[config.mk]
export PLATFORM = sky130hd
export DESIGN_NAME = edlr_kernel
export DESIGN_NICKNAME = d
export VERILOG_FILES = /design/src/rtl/edlr_pkg.sv /design/src/rtl/edlr_kernel.sv
export SDC_FILE = /design/constraint.sdc
export NUM_CORES = 1
export LEC_CHECK = 0
export CORE_ASPECT_RATIO = 1.75
export CORE_MARGIN = 5
export CORE_UTILIZATION = 23
export DETAILED_ROUTE_END_ITERATION = 8
export DONT_BUFFER_PORTS = 1
export GPL_ROUTABILITY_DRIVEN = 0
export GPL_TIMING_DRIVEN = 0
export SYNTH_ARGS = -nofsm -noshare
export SYNTH_HDL_FRONTEND = slang
export SYNTH_SLANG_ARGS = --single-unit
[constraint.sdc]
create_clock -name clk -period 31.5 [get_ports clk]
set_input_delay 1.575 -clock clk [delete_from_list [all_inputs] [get_ports clk]]
set_output_delay 1.575 -clock clk [all_outputs]
set_load 0.005 [all_outputs]
[src/rtl/edlr_pkg.sv]
// ----------------------------------------------------------------------------
// edlr_pkg
// Shared constants, types and tap tables of the eight-direction line filter.
// ----------------------------------------------------------------------------
package edlr_pkg;

	localparam int MAX_WIDTH  = 2048;
	localparam int COL_W      = $clog2(MAX_WIDTH);
	localparam int WID_W      = COL_W + 1;
	localparam int LAG_W      = WID_W + 2;
	localparam int ROW_W      = 17;
	localparam int HGT_W      = 16;
	localparam int PIX_W      = 8;
	localparam int TAPS       = 9;
	localparam int RESP_W     = 12;
	localparam int DIRS       = 8;
	localparam int WFIELD_W   = 12;
	localparam int CFG_IDX_W  = 2;
	localparam int CFG_DATA_W = 16;

	localparam logic [CFG_IDX_W-1:0] REG_WIDTH  = 2'd0;
	localparam logic [CFG_IDX_W-1:0] REG_HEIGHT = 2'd1;
	localparam logic [CFG_IDX_W-1:0] REG_MIN    = 2'd2;

	localparam int WIDTH_RST  = (640 > MAX_WIDTH) ? MAX_WIDTH : 640;
	localparam int HEIGHT_RST = 480;

	// centre tap index along either window axis, and the last one
	localparam logic [3:0] TAP_MID  = 4'd4;
	localparam logic [3:0] TAP_LAST = 4'd8;

	localparam int OUTER_DY [DIRS] = '{0, -2, -4, -4, -4, -4, -4, -2};
	localparam int OUTER_DX [DIRS] = '{-4, -4, -4, -2, 0, 2, 4, 4};
	localparam int INNER_DY [DIRS] = '{0, -1, -2, -2, -2, -2, -2, -1};
	localparam int INNER_DX [DIRS] = '{-2, -2, -2, -1, 0, 1, 2, 2};

	typedef logic [PIX_W-1:0] pix_t;
	typedef pix_t [TAPS-1:0] colvec_t;
	typedef logic signed [RESP_W-1:0] resp_t;

	typedef struct packed {
		logic             valid;
		pix_t             pixel;
		logic [COL_W-1:0] col;
		logic [3:0]       v_lo;
		logic [3:0]       v_hi;
		logic             emit;
		logic             last;
		logic [3:0]       h_lo;
		logic [3:0]       h_hi;
	} item_t;

	typedef struct packed {
		logic       valid;
		logic       emit;
		logic       last;
		logic [3:0] h_lo;
		logic [3:0] h_hi;
	} tag_t;

	typedef struct packed {
		logic valid;
		pix_t value;
		logic last;
	} result_t;

endpackage

[src/rtl/edlr_kernel.sv]
// ----------------------------------------------------------------------------
// edlr_kernel
// Horizontal edge clamp, eight line responses, extreme pick and clamp.
// ----------------------------------------------------------------------------
module edlr_kernel import edlr_pkg::*; (
	input  logic    clk,
	input  logic    arst_n,
	input  logic    en,
	input  logic    pick_min,
	input  colvec_t hist_q [TAPS],
	input  tag_t    tag_s2,
	output result_t result
);

	colvec_t rsel [TAPS];
	colvec_t lsel [TAPS];
	colvec_t wcol [TAPS];
	resp_t   resp_d [DIRS];
	resp_t   resp_s3 [DIRS];
	logic    valid_s3;
	logic    emit_s3;
	logic    last_s3;
	resp_t   best;

	always_comb begin
		resp_t so;
		resp_t si;
		resp_t mid;
		// newest column at history slot zero, edge columns repeat outward
		for (int t = 0; t < TAPS; t++) begin
			rsel[t] = hist_q[t];
			lsel[t] = hist_q[t];
		end
		for (int t = 3; t >= 0; t--) begin
			if (4'(t) < tag_s2.h_lo) begin
				rsel[t] = rsel[t+1];
			end
		end
		for (int t = 5; t < TAPS; t++) begin
			if (4'(t) > tag_s2.h_hi) begin
				lsel[t] = lsel[t-1];
			end
		end
		for (int j = 0; j < TAPS; j++) begin
			wcol[j] = (j >= 4) ? rsel[TAPS-1-j] : lsel[TAPS-1-j];
		end
		for (int k = 0; k < DIRS; k++) begin
			so = resp_t'(wcol[OUTER_DX[k]+4][OUTER_DY[k]+4])
				+ resp_t'(wcol[4-OUTER_DX[k]][4-OUTER_DY[k]]);
			si = resp_t'(wcol[INNER_DX[k]+4][INNER_DY[k]+4])
				+ resp_t'(wcol[4-INNER_DX[k]][4-INNER_DY[k]]);
			mid = resp_t'(wcol[4][4]);
			resp_d[k] = so + (so <<< 1) - si - (mid <<< 2);
		end
	end

	always_ff @(posedge clk) begin
		if (en) begin
			resp_s3 <= resp_d;
			emit_s3 <= tag_s2.emit;
			last_s3 <= tag_s2.last;
		end
	end

	always_ff @(posedge clk or negedge arst_n) begin
		if (!arst_n) begin
			valid_s3 <= 1'b0;
		end else if (en) begin
			valid_s3 <= tag_s2.valid;
		end
	end

	always_comb begin
		best = resp_s3[0];
		for (int k = 1; k < DIRS; k++) begin
			if (pick_min ? (resp_s3[k] < best) : (resp_s3[k] > best)) begin
				best = resp_s3[k];
			end
		end
		result.valid = valid_s3 && emit_s3;
		result.last  = last_s3;
		if (best < 0) begin
			result.value = '0;
		end else if (best > resp_t'(255)) begin
			result.value = '1;
		end else begin
			result.value = best[PIX_W-1:0];
		end
	end

endmodule

# --- After elaboration in Yosys (flattened, before gate mapping) ---
# Cells that the tools add are included.
totals:
  ff_bits: 99
  inputBits: 663
  output_inout_bits: 10
  word_cells: 100
op_classes:
  n_addsub: 40
  order_cmp: 24
  muxes: 24
  n_reduce_logical: 1
ops:
  columns: ["op", "count"]
  rows:
  - ["72-bit two-way mux", 8]
  - ["8-bit by 8-bit adder with 9-bit output", 16]
  - ["11-bit by 9-bit subtractor with 12-bit output", 8]
  - ["12-bit by 11-bit subtractor with 12-bit output", 8]
  - ["9-bit by 10-bit adder with 11-bit output", 8]
  - ["12-bit > comparator", 7]
  - ["12-bit less-than comparator", 7]
  - ["12-bit two-way mux", 7]
  - ["8-bit two-way mux", 2]
  - ["12-bit by 9-bit > comparator with 1-bit output (second input constant)", 1]
  - ["3-bit by 4-bit > comparator with 1-bit output (first input constant)", 3]
  - ["12-bit by 1-bit less-than comparator with 1-bit output (second input constant)", 1]
  - ["1-bit by 4-bit less-than comparator with 1-bit output (first input constant)", 2]
  - ["2-bit by 4-bit less-than comparator with 1-bit output (first input constant)", 2]
  - ["1-bit two-way mux", 7]
  - ["4-bit > comparator (first input constant)", 1]
  - ["1-bit logical AND", 1]

# --- Logic depth before layout (Yosys ltp) ---
# Gate-level depths: netlist (run 1).
depth:
  ltp_word: 24
  depth_mapped: 101
  depth_no_buf: 90

# --- Worst setup path before layout (run 1) ---
# Ideal clock, no wire load.
synth_timing:
  kind: "input to output"
  start: "input pick_min"
  end: "output result[6] (netlist bit)"
  arrival_time_ns: 17.516
  t_required_ns: 29.925
  slack_ns: 12.409
  stages: 94
  n_path_buf: 13
  cell_sequence: "buf_2 > clkbuf_1 > a211oi_1 > nor2_1 > clkbuf_1 > a21oi_1 > ha_1 > nor2b_1 > o21a_1 > o21a_1 > o21a_1 > o41ai_2 > nand2_1 > a221oi_2 > nand3_1 > clkbuf_1 > nand2_1 > o21ai_0 > (+58 left out) > ha_1 > nor2b_1 > o21ai_0 > nand2b_1 > a21oi_1 > o21ai_0 > a21o_1 > a21o_1 > a21oi_1 > a21oi_1 > a21oi_1 > nor3_1 > a21oi_1 > clkbuf_1 > clkbuf_1 > nor2_1 > a31o_2 > a21oi_1"
synth_rtl:
  columns: ["item", "line", "text"]
  rows:
  - ["from (decl)", "edlr_kernel.sv:9", "input logic pick_min,"]
  - ["to (decl)", "edlr_kernel.sv:12", "output result_t result"]

==> reports/metrics.yaml, run 1 <==
grt_pass1_wl_mm: 130
slowest_delay_ns: 0.87
cts_tree: "yes"
die_y_um: 402
rsz0062_at_grt: "false"
post-synth-top-area-fraction_pct: 18.2
multi_input_area_um2: 15600
crit_buf_inv: 14
status: "finished, final reports clean"
fin_tns_setup_ns: 0
yosysWarnings: 0
final_util_pct: 25.3
die_w_um: 234
ys.flop_type: "edfxtp_1"
insertion_delay_ns: 0.38
drc_errors: 0
hold_viol: 0
critPathTopFamily: "compound AO/OA/AOI/OAI gates"
detail-route-antenna-nets: 0
synth_area_per_cell_um2: 8.78
synth_top_family_by_area: "adder cells"
seq_area_frac_synth_pct: 14.7
first_pass_iters: 7
netlist_instances: 2301
synth_seq_cells: 99
first_iter_violations: 1453
synthesis.area_um2: 20200
setup_violations: 0
period_needed_ns: 23.21
register_area_um2: 2970
cts_setup_buffers: 0
async_flop_share_pct: 1.01
syn2layout_area_growth_pct: 8.89
synth_mux_area_share_pct: 11.8
htreeDepth: 3
synth_compound_area_share_pct: 16.3
max_slew.worst_pin.slew_ns: 1.44
grt_max_degree: 100
wl_per_cell_um: 27.3
min_period_over_period_pct: 73.7
synth_area_leaders: "fa_1 18%, ha_1 17%, edfxtp_1 15%"
yosysUniqueCellTypes: 72
synth_edf_count: 98
initial_core_util_pct: 23.2
io_pins: 673
synth_xor_area_share_pct: 5.25
port_buffers: 0
startpoint_type: "input port"
fin_area_um2: 22000
max_cap_viol_count: 0
drt-vias-per-instance: 4.98
synthAdderAreaFrac_pct: 34.9
clockBufferDepth: 2
hp-class: "reg -> reg"
antenna_found_initial: 47
crit_path_frequent_cell: "a21oi_1"
clockRootBuffer: "clkbuf_16"
slew_viol_final: 0
grt_overflow: 0
synth_top_cell_by_area: "fa_1"
worst_path_max_delay_cell: "nor3_1"
routed_wl_mm: 95.6
vias: 17400
path_class: "in -> out"
nNetsFinal: 3427
cts_resized: 0
slew_headroom_pct: 4.17
core_um2: 87000
drive_above_1_share_pct: 4.53
path_clk_slew_ns: 0.08
syn_nets: 3416
synthSimpleGateAreaFrac_pct: 8.98
reg2reg_setup_slack_ns: 30.77
cts_buffers: 9
fill_cells: 9605
grt_pass1_vias: 18000
cts.sinks: 99
fin_skew_ns: 0
grt_use_total_pct: 19.7
dp_hpwl_mm: 85.1
cp_data_arrival_time_ns: 21.64
place_area_um2: 21700
worst_setup_path_end_kind: "output pin"
die_area_um2: 94100
whs_ns: 0.506
crit_fanout: 10
max_freq_mhz: 43.1
required_ns: 29.93
ctsHoldBuffers: 0
rows: 143
[metal layers]
| metal | part of all wire (%) | track usage [%] | up-vias |
|---|---|---|---|
| met4 | 7.4 | 11.9 | 36 |
| met1 | 36 | 21.6 | 8414 |
| li1 | - | - | 7877 |
| met3 | 9.8 | 6.56 | 245 |
| met5 | 0.25 | 0 | - |
| met2 | 47 | 32.8 | 877 |
[Yosys cell counts (7+ instances only)]
cell type  number
nor2b_1        17
fa_1          184
a21oi_1       222
nor2_1        159
buf_1          18
xor2_1         47
o21ai_0       172
nand2_1       138
nand3_1        15
o21bai_1       28
a21o_1         54
edfxtp_1       98
o21ai_1        13
nor3_1         13
and2_1          7
nand4_1         8
o21a_1         16
ha_1          268
xnor2_1        74
inv_1         353
clkbuf_1       53
mux2_2         59
mux2i_1       167
nand2b_1       18
a31oi_1         9
[cell families after synthesis]
kind of cell | after synthesis
xor gates and xnor gates | 121
adders and majority gates | 453
and+or+nand+nor | 406
buffers and inverters | 431
AOI/OAI and AO/OA | 562
muxes | 229
DFF | 99
[placed cells by master (no fill, tap or decap), drive strengths merged, types with 24 or more instances in the layout]
master	n
o21bai	28
nor2	159
a21oi	223
ha	268
buf	24
mux2i	167
mux2	62
inv	356
fa	184
edfxtp	98
xnor2	74
xor2	47
diode	26
a21o	54
clkbuf	64
o21ai	185
nand2	138
[metrics by stage]
| step | std cells | setup WS, ns |
|---|---|---|
| after floorplan | 2301 | 12.41 |
| after global placement | 3461 | 8.76 |
| after detailed placement | 3461 | 8.60 |
| after CTS | 3477 | 8.52 |
| after global routing | 3485 | 6.48 |
| final | 3503 | 8.29 |
[state kept, by name, summed over array words and instances (netlist names)]
name	count
valid_s3	1
emit_s3	1
last_s3	1
resp_s3	96
[area by class of cell]
cell class | instances | area share (%)
tap | 1160 | 6.60
antenna | 26 | 0.296
clock buffer | 10 | 1.04
sequential | 99 | 13.5
clock inverter | 6 | 0.210
buffer | 78 | 1.45
inverter | 353 | 6.02
multi-input combinational | 1771 | 70.9
[path summary, 6_finish.rpt]
kind / end / start / cells after the start
max: result[6] / pick_min / 93
min: valid_s3 / valid_s3 / 1
max reg2reg: valid_s3 / valid_s3 / 1
min reg2reg: valid_s3 / valid_s3 / 1
max in group asynchronous: valid_s3 / arst_n / 0
min in group asynchronous: valid_s3 / arst_n / 0
Power of run 1 is left out: the tool's default activity adds up to more than one toggle a clock period on the data nets, which glitch-free logic cannot reach.
==> inputs of run 2 (changes only) <==
==> constraint.sdc (replaced) <==
create_clock -name clk -period 19.1 [get_ports clk]
set_input_delay 0.955 -clock clk [delete_from_list [all_inputs] [get_ports clk]]
set_output_delay 0.955 -clock clk [all_outputs]
set_load 0.005 [all_outputs]
==> reports/metrics.yaml, run 2 (synthesis results as in run 1) <==
die_area_um2: 94100
slew_headroom_pct: 0.0979
rows: 143
max_freq_mhz: 54.3
path_class: "in -> out"
startpoint_type: "input port"
slew_viol_final: 0
grt_overflow: 0
period_needed_ns: 18.43
die_y_um: 402
grt_pass1_vias: 18100
io_pins: 673
reg2reg_to: "valid_s3"
nNetsFinal: 3448
first_iter_violations: 1336
slowest_delay_ns: 0.69
detail-route-antenna-nets: 0
cts_tree: "yes"
routed_wl_mm: 96.2
wl_per_cell_um: 27.3
required_ns: 18.15
htreeDepth: 3
die_w_um: 234
final_util_pct: 26.0
worst_path_max_delay_cell: "clkbuf_1"
antenna_found_initial: 49
first_pass_iters: 5
vias: 17700
grt_max_degree: 100
grt_use_total_pct: 19.7
worstReg2RegStart: "valid_s3"
layout_commonest_cell: "inv_1"
max_slew.worst_pin.slew_ns: 1.50
fin_skew_ns: 0
largest_reg_flops: 96
drc_errors: 0
crit_path_frequent_cell: "a21oi_1"
min_period_over_period_pct: 96.5
fin_ws_ns: 0.668
core_um2: 87000
largest_register: "resp_s3"
ctsHoldBuffers: 0
drive_above_1_share_pct: 7.57
path_clk_slew_ns: 0.08
whs_ns: 0.252
syn2layout_area_growth_pct: 12.0
fill_cells: 9543
hold_viol: 0
cts_buffers: 9
worst_setup_path_end_kind: "output pin"
cts.sinks: 99
reg2reg_depth: 1
crit_fanout: 10
clockBufferDepth: 2
setup_violations: 0
hp-class: "in -> async"
pre_cts_slack_ns: -2.56
insertion_delay_ns: 0.38
cp_data_arrival_time_ns: 17.48
grt_pass1_wl_mm: 130
dp_hpwl_mm: 85.1
clockRootBuffer: "clkbuf_16"
critPathTopFamily: "compound AO/OA/AOI/OAI gates"
max_cap_viol_count: 1
initial_core_util_pct: 23.2
crit_buf_inv: 14
violations: "max-capacitance violations"
status: "complete, but fails checks"
port_buffers: 0
drt-vias-per-instance: 5.01
reg2reg_setup_slack_ns: 18.36
final_cell_mix: "353 x inv_1, 265 x ha_1, 210 x a21oi_1"
[run 2: cell count changes in the layout (fill, tap and decap cells not counted), sizes merged]
cell    change
clkbuf      -7
buf        +28
diode       +6
[run 2: per-layer routing]
layer | vias to the layer above | GRT usage, % | share of wire [%]
met2 | 920 | 32.6 | 46
met4 | 32 | 12.5 | 8.0
met1 | 8511 | 21.4 | 35
met5 | - | 0 | 0.22
li1 | 7943 | - | -
met3 | 271 | 6.87 | 9.9
[run 2: area by class of cell]
cell class,count,area [µm²],share of cell area (%)
multi-input combinational,1771,16000,70.7
buffer,77,353,1.56
timing repair buffer,22,178,0.786
clock buffer,10,229,1.01
antenna,32,80.1,0.354
inverter,353,1330,5.86
sequential,99,2970,13.1
clock inverter,6,46.3,0.205
tap,1160,1450,6.42
[run 2: worst max path at each step]
stage | start | endpoint | slack (ns) | depth (start not counted)
floorplan | pick_min | result[6] | 1.25 | 94
global placement | pick_min | result[6] | -2.40 | 94
detailed placement | pick_min | result[6] | -2.56 | 94
CTS | resp_s3[83] | result[8] | 0.004 | 93
global route | resp_s3[73] | result[4] | -0.20 | 96
finish | pick_min | result[8] | 0.67 | 94
[run 2: stage by stage]
stage,std cells,setup TNS [ns],instance area (µm²)
after floorplan,2301,0,20200
after global placement,3461,-18.28,21700
after detailed placement,3461,-19.71,21700
after CTS,3485,0,22100
after global routing,3506,-1.39,22600
final,3530,0,22600
[run 2: what timing repair did]
| item | CTS | global route |
|---|---|---|
| pin swaps | 5 | 13 |
| resized for setup | 36 | 70 |
| setup buffers | 8 | 14 |
| endpoints found under the setup margin | 8 | 8 |
Power of run 2 is left out for the same reason.
