--- src/rtl/edlr_pkg.sv ---
// ----------------------------------------------------------------------------
// edlr_pkg
// Shared constants, types and tap tables of the eight-direction line filter.
// ----------------------------------------------------------------------------
package edlr_pkg;

	localparam int MAX_WIDTH  = 2048;
	localparam int COL_W      = $clog2(MAX_WIDTH);
	localparam int WID_W      = COL_W + 1;
	localparam int LAG_W      = WID_W + 2;
	localparam int ROW_W      = 17;
	localparam int HGT_W      = 16;
	localparam int PIX_W      = 8;
	localparam int TAPS       = 9;
	localparam int RESP_W     = 12;
	localparam int DIRS       = 8;
	localparam int WFIELD_W   = 12;
	localparam int CFG_IDX_W  = 2;
	localparam int CFG_DATA_W = 16;

	localparam logic [CFG_IDX_W-1:0] REG_WIDTH  = 2'd0;
	localparam logic [CFG_IDX_W-1:0] REG_HEIGHT = 2'd1;
	localparam logic [CFG_IDX_W-1:0] REG_MIN    = 2'd2;

	localparam int WIDTH_RST  = (640 > MAX_WIDTH) ? MAX_WIDTH : 640;
	localparam int HEIGHT_RST = 480;

	// centre tap index along either window axis, and the last one
	localparam logic [3:0] TAP_MID  = 4'd4;
	localparam logic [3:0] TAP_LAST = 4'd8;

	localparam int OUTER_DY [DIRS] = '{0, -2, -4, -4, -4, -4, -4, -2};
	localparam int OUTER_DX [DIRS] = '{-4, -4, -4, -2, 0, 2, 4, 4};
	localparam int INNER_DY [DIRS] = '{0, -1, -2, -2, -2, -2, -2, -1};
	localparam int INNER_DX [DIRS] = '{-2, -2, -2, -1, 0, 1, 2, 2};

	typedef logic [PIX_W-1:0] pix_t;
	typedef pix_t [TAPS-1:0] colvec_t;
	typedef logic signed [RESP_W-1:0] resp_t;

	typedef struct packed {
		logic             valid;
		pix_t             pixel;
		logic [COL_W-1:0] col;
		logic [3:0]       v_lo;
		logic [3:0]       v_hi;
		logic             emit;
		logic             last;
		logic [3:0]       h_lo;
		logic [3:0]       h_hi;
	} item_t;

	typedef struct packed {
		logic       valid;
		logic       emit;
		logic       last;
		logic [3:0] h_lo;
		logic [3:0] h_hi;
	} tag_t;

	typedef struct packed {
		logic valid;
		pix_t value;
		logic last;
	} result_t;

endpackage

--- src/rtl/edlr_ctrl.sv ---
// ----------------------------------------------------------------------------
// edlr_ctrl
// Configuration registers, raster counters and the input stage register.
// ----------------------------------------------------------------------------
module edlr_ctrl import edlr_pkg::*; (
	input  logic                  clk,
	input  logic                  arst_n,
	input  logic                  en,
	input  logic                  s_tvalid,
	input  logic [PIX_W-1:0]      s_tdata,
	input  logic                  s_tuser,
	input  logic                  cfg_we,
	input  logic [CFG_IDX_W-1:0]  cfg_index,
	input  logic [CFG_DATA_W-1:0] cfg_data,
	output logic                  accept,
	output logic [COL_W-1:0]      rd_col,
	output item_t                 item_s1,
	output logic                  pick_min
);

	logic [WID_W-1:0] width_q;
	logic [HGT_W-1:0] height_q;
	logic             pick_q;
	logic [COL_W-1:0] in_col_q;
	logic [ROW_W-1:0] in_row_q;
	logic [COL_W-1:0] out_col_q;
	logic [HGT_W-1:0] out_row_q;
	logic [LAG_W-1:0] cnt_q;

	logic [LAG_W-1:0]    lag_val;
	logic                emit;
	logic                last;
	logic                col_wrap;
	logic                in_done;
	logic                cfg_hit;
	logic                restart;
	logic [ROW_W-1:0]    over;
	logic [3:0]          bo;
	logic [WID_W-1:0]    rem_full;
	logic [3:0]          rem;
	logic [3:0]          cl;
	logic [WFIELD_W-1:0] wv;
	logic [WID_W-1:0]    width_d;
	logic [HGT_W-1:0]    height_d;
	item_t               item_d;

	assign accept   = en && s_tvalid;
	assign rd_col   = in_col_q;
	assign pick_min = pick_q;

	always_comb begin
		lag_val  = LAG_W'({width_q, 2'b00}) + LAG_W'(4);
		emit     = cnt_q == lag_val;
		last     = (out_row_q == height_q - HGT_W'(1))
			&& (WID_W'(out_col_q) == width_q - WID_W'(1));
		col_wrap = (WID_W'(in_col_q) + WID_W'(1)) == width_q;
		in_done  = in_row_q >= ROW_W'(height_q);
		cfg_hit  = cfg_we && (cfg_index == REG_WIDTH || cfg_index == REG_HEIGHT
			|| cfg_index == REG_MIN);
		restart  = accept && emit && last;

		// rows past the bottom edge replicate the last image row
		over = in_row_q - ROW_W'(height_q) + ROW_W'(1);
		if (!in_done) begin
			bo = 4'd0;
		end else if (over >= ROW_W'(TAP_LAST)) begin
			bo = TAP_LAST;
		end else begin
			bo = over[3:0];
		end

		rem_full = width_q - WID_W'(1) - WID_W'(out_col_q);
		rem      = (rem_full >= WID_W'(TAP_MID)) ? TAP_MID : rem_full[3:0];
		cl       = (out_col_q >= COL_W'(TAP_MID)) ? TAP_MID : out_col_q[3:0];

		item_d.valid = s_tvalid;
		item_d.pixel = (s_tuser || in_done) ? '0 : s_tdata;
		item_d.col   = in_col_q;
		item_d.v_lo  = (in_row_q >= ROW_W'(TAP_LAST)) ? 4'd0 : TAP_LAST - in_row_q[3:0];
		item_d.v_hi  = TAP_LAST - bo;
		item_d.emit  = emit;
		item_d.last  = last;
		item_d.h_lo  = TAP_MID - rem;
		item_d.h_hi  = TAP_MID + cl;

		wv = cfg_data[WFIELD_W-1:0];
		if (wv == '0) begin
			width_d = WID_W'(1);
		end else if (int'(wv) > MAX_WIDTH) begin
			width_d = WID_W'(MAX_WIDTH);
		end else begin
			width_d = WID_W'(wv);
		end
		height_d = (cfg_data[HGT_W-1:0] == '0) ? HGT_W'(1) : cfg_data[HGT_W-1:0];
	end

	always_ff @(posedge clk or negedge arst_n) begin
		if (!arst_n) begin
			width_q  <= WID_W'(WIDTH_RST);
			height_q <= HGT_W'(HEIGHT_RST);
			pick_q   <= 1'b0;
		end else if (cfg_we) begin
			unique case (cfg_index)
				REG_WIDTH:  width_q  <= width_d;
				REG_HEIGHT: height_q <= height_d;
				REG_MIN:    pick_q   <= cfg_data[0];
				default:    ;
			endcase
		end
	end

	always_ff @(posedge clk or negedge arst_n) begin
		if (!arst_n) begin
			in_col_q  <= '0;
			in_row_q  <= '0;
			out_col_q <= '0;
			out_row_q <= '0;
			cnt_q     <= '0;
		end else if (cfg_hit || restart) begin
			in_col_q  <= '0;
			in_row_q  <= '0;
			out_col_q <= '0;
			out_row_q <= '0;
			cnt_q     <= '0;
		end else if (accept) begin
			if (col_wrap) begin
				in_col_q <= '0;
				in_row_q <= in_row_q + ROW_W'(1);
			end else begin
				in_col_q <= in_col_q + COL_W'(1);
			end
			if (emit) begin
				if (WID_W'(out_col_q) + WID_W'(1) == width_q) begin
					out_col_q <= '0;
					out_row_q <= out_row_q + HGT_W'(1);
				end else begin
					out_col_q <= out_col_q + COL_W'(1);
				end
			end else begin
				cnt_q <= cnt_q + LAG_W'(1);
			end
		end
	end

	always_ff @(posedge clk or negedge arst_n) begin
		if (!arst_n) begin
			item_s1 <= '0;
		end else if (en) begin
			item_s1 <= item_d;
		end
	end

	a_restart: assert property (@(posedge clk) disable iff (!arst_n)
		restart |=> cnt_q == '0 && in_col_q == '0 && out_row_q == '0)
		else $error("counters not cleared at frame end");

	a_clamp: assert property (@(posedge clk) disable iff (!arst_n)
		item_s1.valid |-> item_s1.v_lo <= item_s1.v_hi && item_s1.h_lo <= TAP_MID
			&& item_s1.h_hi >= TAP_MID)
		else $error("edge clamp limits out of order");

endmodule

--- config.mk ---
export PLATFORM = sky130hd
export DESIGN_NAME = edlr_ctrl
export DESIGN_NICKNAME = d
export VERILOG_FILES = /design/src/rtl/edlr_pkg.sv /design/src/rtl/edlr_ctrl.sv
export SDC_FILE = /design/constraint.sdc
export NUM_CORES = 1
export LEC_CHECK = 0
export BUFFER_PORTS_ARGS = -buffer_cell sky130_fd_sc_hd__buf_2
export CORE_MARGIN = 8
export CORE_UTILIZATION = 60
export CTS_CLUSTER_DIAMETER = 100
export DETAILED_ROUTE_END_ITERATION = 10
export GPL_TIMING_DRIVEN = 0
export PLACE_DENSITY = 0.8
export SLEW_MARGIN = 20
export SYNTH_ARGS = -nofsm -noshare
export SYNTH_HDL_FRONTEND = slang
export SYNTH_SLANG_ARGS = --single-unit
export TNS_END_PERCENT = 10
--- constraint.sdc ---
create_clock -name clk -period 5.55 [get_ports clk]
set_input_delay 0.555 -clock clk [delete_from_list [all_inputs] [get_ports clk]]
set_output_delay 0.555 -clock clk [all_outputs]
set_load 0.02 [all_outputs]
# Word-level counts from Yosys, hierarchy flattened
# Cells that the tools add are included.
# word_totals
register_bits,136
# op_classes
addsub,17
order_cmp,6
n_eq_ne,8
mux,26
reduce_logical,23
# op_table
operator,n
$mux W16,5
$mux W11,7
$mux W17,3
$mux W14,3
$add A17 B1 Y17 const B,2
$ge A17 B4 Y1 const B,2
$add A11 B1 Y12 const B,2
$eq A12 B12 Y1,2
$mux W12,2
$add A11 B1 Y11 const B,2
$mux W4,5
$ge A17 B16 Y1,1
$sub A17 B16 Y17,1
$add A16 B1 Y16 const B,1
$eq A16 B16 Y1,1
$logic_not A16 Y1,1
$sub A16 B1 Y16 const B,1
$add A14 B1 Y14 const B,1
$add A14 B3 Y14 const B,1
$eq A14 B14 Y1,1
$eq A11 B12 Y1,1
$ge A12 B3 Y1 const B,1
$gt A12 B12 Y1 const B,1
$logic_not A12 Y1,1
other kinds (16),32

# Longest topological paths before layout
# logic_depth
ltp_word,7
depth_mapped,17

# Worst setup path after synthesis
# OpenSTA, ideal clock, no wires.
# synth_timing
path_kind,reg2reg
start,register height_q[5]
end,register item_s1[11] (netlist name)
setup_time_ns,0.125
t_arrival_ns,3.783
required_ns,5.425
setup_slack_ns,1.642
path_stages_with_launch,14
n_path_buf,1
cell_sequence,dfstp_2 > clkbuf_1 > inv_1 > ha_1 > ha_1 > a21oi_1 > o22ai_1 > o41ai_1 > mux2i_1 > or2_2 > nor4b_1 > nand2_1 > ha_1 > mux2_2
# synth_rtl
element,line_no,text
from (decl),edlr_ctrl.sv:22,logic [HGT_W-1:0] height_q;
from (signal assigned),edlr_ctrl.sv:100,height_q <= HGT_W'(HEIGHT_RST);
from (signal assigned),edlr_ctrl.sv:105,REG_HEIGHT: height_q <= height_d;
to (signal assigned),edlr_ctrl.sv:149,item_s1 <= item_d;
to (decl),edlr_ctrl.sv:17,"output item_t item_s1,"

# Worst setup path after layout
# layout_timing
start,register height_q[5]
end,register item_s1[12] (netlist name)
# layout_between
elab_chain_len,6
word_cells_on_any_way,7
# layout_lines
element,line_no,text
$sub A17 B16 Y17,edlr_ctrl.sv:63,over = in_row_q - ROW_W'(height_q) + ROW_W'(1);
$add A17 B1 Y17,edlr_ctrl.sv:63,
$ge A17 B4 Y1,edlr_ctrl.sv:66,end else if (over >= ROW_W'(TAP_LAST)) begin
$mux W4,edlr_ctrl.sv:66,
$mux W4 *,edlr_ctrl.sv:64,if (!in_done) begin
$sub A4 B4 Y4 *,edlr_ctrl.sv:80,item_d.v_hi = TAP_LAST - bo;
# Mark *: on every way between the ends. The rest lies on a longest branch, timed or not.
# A chain may end at the register's enable or synchronous reset.

==> summary.md <==
| Metric | Value |
|---|---|
| Outcome | `complete, no violations` |
| Power Dens Cells | `~320 nW/um^2` |
| Cells after Synth | `1,223` |
| Slew at the pin closest to its max-slew limit | `0.9456 ns` |
| Vias in the first global route | `9,655` |
| CTS Sinks | `136` |
| Worst VDD drop | `0.2646 mV` |
| Antenna violations before repair | `0` |
| Routed length per instance | `19.70 microns` |
| Synth-to-layout area growth | `12.24%` |
| Worst-path fanout max | `8` |
| Final hold vios | `0` |
| First-pass GRT wire length | `49,590 microns` |
| Hold Crit Class | `in -> async` |
| PortBufs | `slightly above 80` |
| Setup violations, final | `0` |
| WL final | `30,770 microns` |
| Largest family of logic cells by synthesized area | `simple AND/OR/NAND/NOR gates` |
| Ports | `83` |
| Ranking of synthesized cells by area | `dfrtp_1 (31%), ha_1 (6.8%), xnor2_1 (4.0%), mux2_2 (3.6%), a21oi_1 (3.2%)` |
| Maximum clock frequency | `approximately 210 MHz` |
| Simple-gate share of the synthesized area | `a little under a quarter` |
| Mux contribution to synthesized area | `3.969%` |
| XOR/XNOR Fraction of Synth Area | `just under 7%` |
| DRC Markers | `0` |
| Slew Limit Fails | `0` |
| Largest net degree at the start of global routing | `73` |
| Most used DFF post-synth | `dfrtp_1` |
| Unrepaired setup endpoints after global routing | `no` |
| Syn_area_per_cell | `8.711 sq um` |
| CTS HTree Levels | `4` |
| DRT antenna net count | `0` |
| Most common cell after layout, fill and taps aside | `dfrtp_1` |
| Flops & latches, synth | `around 140` |
| GRT Total Usage | `27.68%` |
| Final Cell Area | `11,960 sq um` |
| Commonest non-fill, non-tap cells in the layout | `dfrtp_1 (130), buf_2 (93), nand2_1 (88)` |
| R2r setup slk | `0.83 ns` |
| Synthesized area | `10,650 sq um` |
| Clk_lat worst skew | `0.44 ns` |
| Initial Utilization | `61.38%` |
| DP Area | `11,390 sq um` |
| P_leak | `approximately 5.2 nW` |
| Register area share after synthesis | `32.01%` |
| ANT cells | `0` |
| Final Total Pwr | `3.773 mW` |
| Via density | `6.504` |
| Synth warnings | `0` |
| Row Count | `48` |
| Crit path capture type | `flop` |
| Core Box Area | `between 15,000 and 20,000 sq um` |
| Total number of vias | `10,160` |
| Synth Area in Compound Gates | `19.39%` |
| Die W | `149.3 microns` |
| Post-detail-place hpwl | `~23,000 microns` |
| GP Congestion | `0.9558` |
| Root Buffer Master | `clkbuf_16` |
| Post-CTS Setup Repair Bufs | `0` |
| Clock-pin slew on the worst setup and hold paths | `0.07 ns` |
| Post-synth EDFFs | `0` |
| Critical Path AT | `~5.0 ns` |
| Synthesized-area fraction occupied by adder cells | `under 10%` |
| Overflow after GRT | `0` |
| CP startpoint kind | `flop` |
| Worst-case clock buffer depth | `2` |
| CTS Hold Buffers Added | `0` |
| Die Ht | `~150 microns` |
| Share of cells above drive strength 1 | `between 10% and 20%` |
| Final worst path period share | `85.08%` |
| Die area | `22,280 sq um` |
| Setup Skew | `between 0.01 and 0.015 ns` |
| Drt first-iter violations | `971` |
| CTS tree | `yes` |
| Setup TNS | `0 ns` |
| Num CTS Buffers | `17` |
| Fin nets | `around 1,400` |
| Synth area leader | `dfrtp_1` |
| Relative slew slack | `36.53%` |
| Initial DRT Pass Iterations | `7` |
| Post-synth ARST share | `100.0%` |
| Count of cell types in the netlist | `84` |
| Period minus WS final | `between 4 and 5 ns` |
| Worst setup path category | `reg -> reg` |
| Synth Net Count | `1,321` |
| WP data required | `between 5 and 6 ns` |
| Max-cap check violation count | `0` |
| Post_cts resized | `0` |
| Area share of the largest cell type after synthesis | `a little under a third` |
[worst max-delay path: stages (launching register included)]
cell      delay [ns]
dfstp_2         0.53
clkbuf_1        0.33
inv_1           0.15
ha_1            0.36
ha_1            0.37
a21oi_1         0.30
o22ai_1         0.13
o41ai_1         0.70
mux2i_1         0.20
or2_2           0.31
nor4b_1         0.52
nand2_1         0.12
ha_1            0.24
nor3_1          0.17
a21oi_1         0.06
o311ai_0        0.12
[power breakdown]
group | switching (mW) | leakage, nW | internal [mW]
logic | 0.847 | 3.09 | 0.583
registers | 0.124 | 1.80 | 1.10
clock network | 0.518 | 0.275 | 0.602
total | 1.49 | 5.16 | 2.28
[flip-flops by register name, indices dropped and copies added, names as in the netlist]
name	flops
out_col_q	11
cnt_q	14
in_row_q	17
height_q	16
pick_min	1
rd_col	11
out_row_q	16
item_s1	38
width_q	12
[layer usage]
layer	global-route usage (%)	wire, microns	up-vias
li1	-	-	4710
met1	35.82	13060	4925
met2	44.34	14270	449
met3	5.977	2520	76
met4	11.00	918	0
met5	0	0	-
[layout make-up]
type / instances / area [sq um]
Clock buffer: 18 / 439.2
Buffer: 80 / 372.9
Tap cell: 225 / 281.5
Fill cell: 1403 / 5399
Sequential cell: 136 / 3411
Inverter: 71 / 266.5
Multi-Input combinational cell: 936 / 6615
Clock inverter: 14 / 128.9
Timing Repair Buffer: 82 / 442.9
[metrics by stage]
stage	utilization (%)	cells	hold slack, ns	worst slack [ns]
2_1_floorplan	-	1223	0.2594	1.642
3_3_place_gp	65.34	1529	0.4581	0.9527
3_5_place_dp	65.62	1530	0.4685	0.9014
4_1_cts	68.89	1562	0.08929	0.8826
5_1_grt	68.89	1562	0.1205	0.5733
6_report	68.89	1562	0.07255	0.8279
[cells by family (layout without fill, tap and decap cells)]
logic type,Yosys count,after routing
fa+ha+maj,68,68
simple gates,447,447
xor+xnor,84,84
mux,38,38
buf+inv,151,265
flops,136,136
compound gates,299,299
[final timing paths]
check	endpoint	depth (start not counted)	from
worst max-delay path	item_s1[12]	15	height_q[5]
worst min-delay path	item_s1[13]	1	arst_n
worst max register to register	item_s1[12]	15	height_q[5]
worst min register to register	pick_min	2	pick_min
max in group asynchronous	height_q[7]	2	arst_n
min in group clk	item_s1[31]	2	s_tdata[2]
[cell usage after synthesis (10+ instances only)]
| cell type | instances |
|---|---|
| o31ai_1 | 10 |
| nand3_1 | 57 |
| dfrtp_1 | 130 |
| xnor2_1 | 49 |
| buf_4 | 13 |
| o211ai_1 | 13 |
| nand3b_1 | 13 |
| a21oi_1 | 69 |
| nor2_1 | 54 |
| nand2_1 | 88 |
| nor4_1 | 24 |
| nor2b_1 | 14 |
| buf_2 | 13 |
| and3_1 | 18 |
| or4_1 | 11 |
| a211oi_1 | 12 |
| mux2_2 | 34 |
| nand4b_1 | 10 |
| nand4_1 | 31 |
| inv_1 | 70 |
| xor2_1 | 35 |
| or3_1 | 34 |
| o21ai_0 | 57 |
| nand2b_1 | 12 |
| ha_1 | 58 |
| a22o_1 | 26 |
| nor3_1 | 36 |
| a21o_1 | 19 |
| clkbuf_1 | 49 |
| o22ai_1 | 10 |
Power figures use the tool's default switching activity.
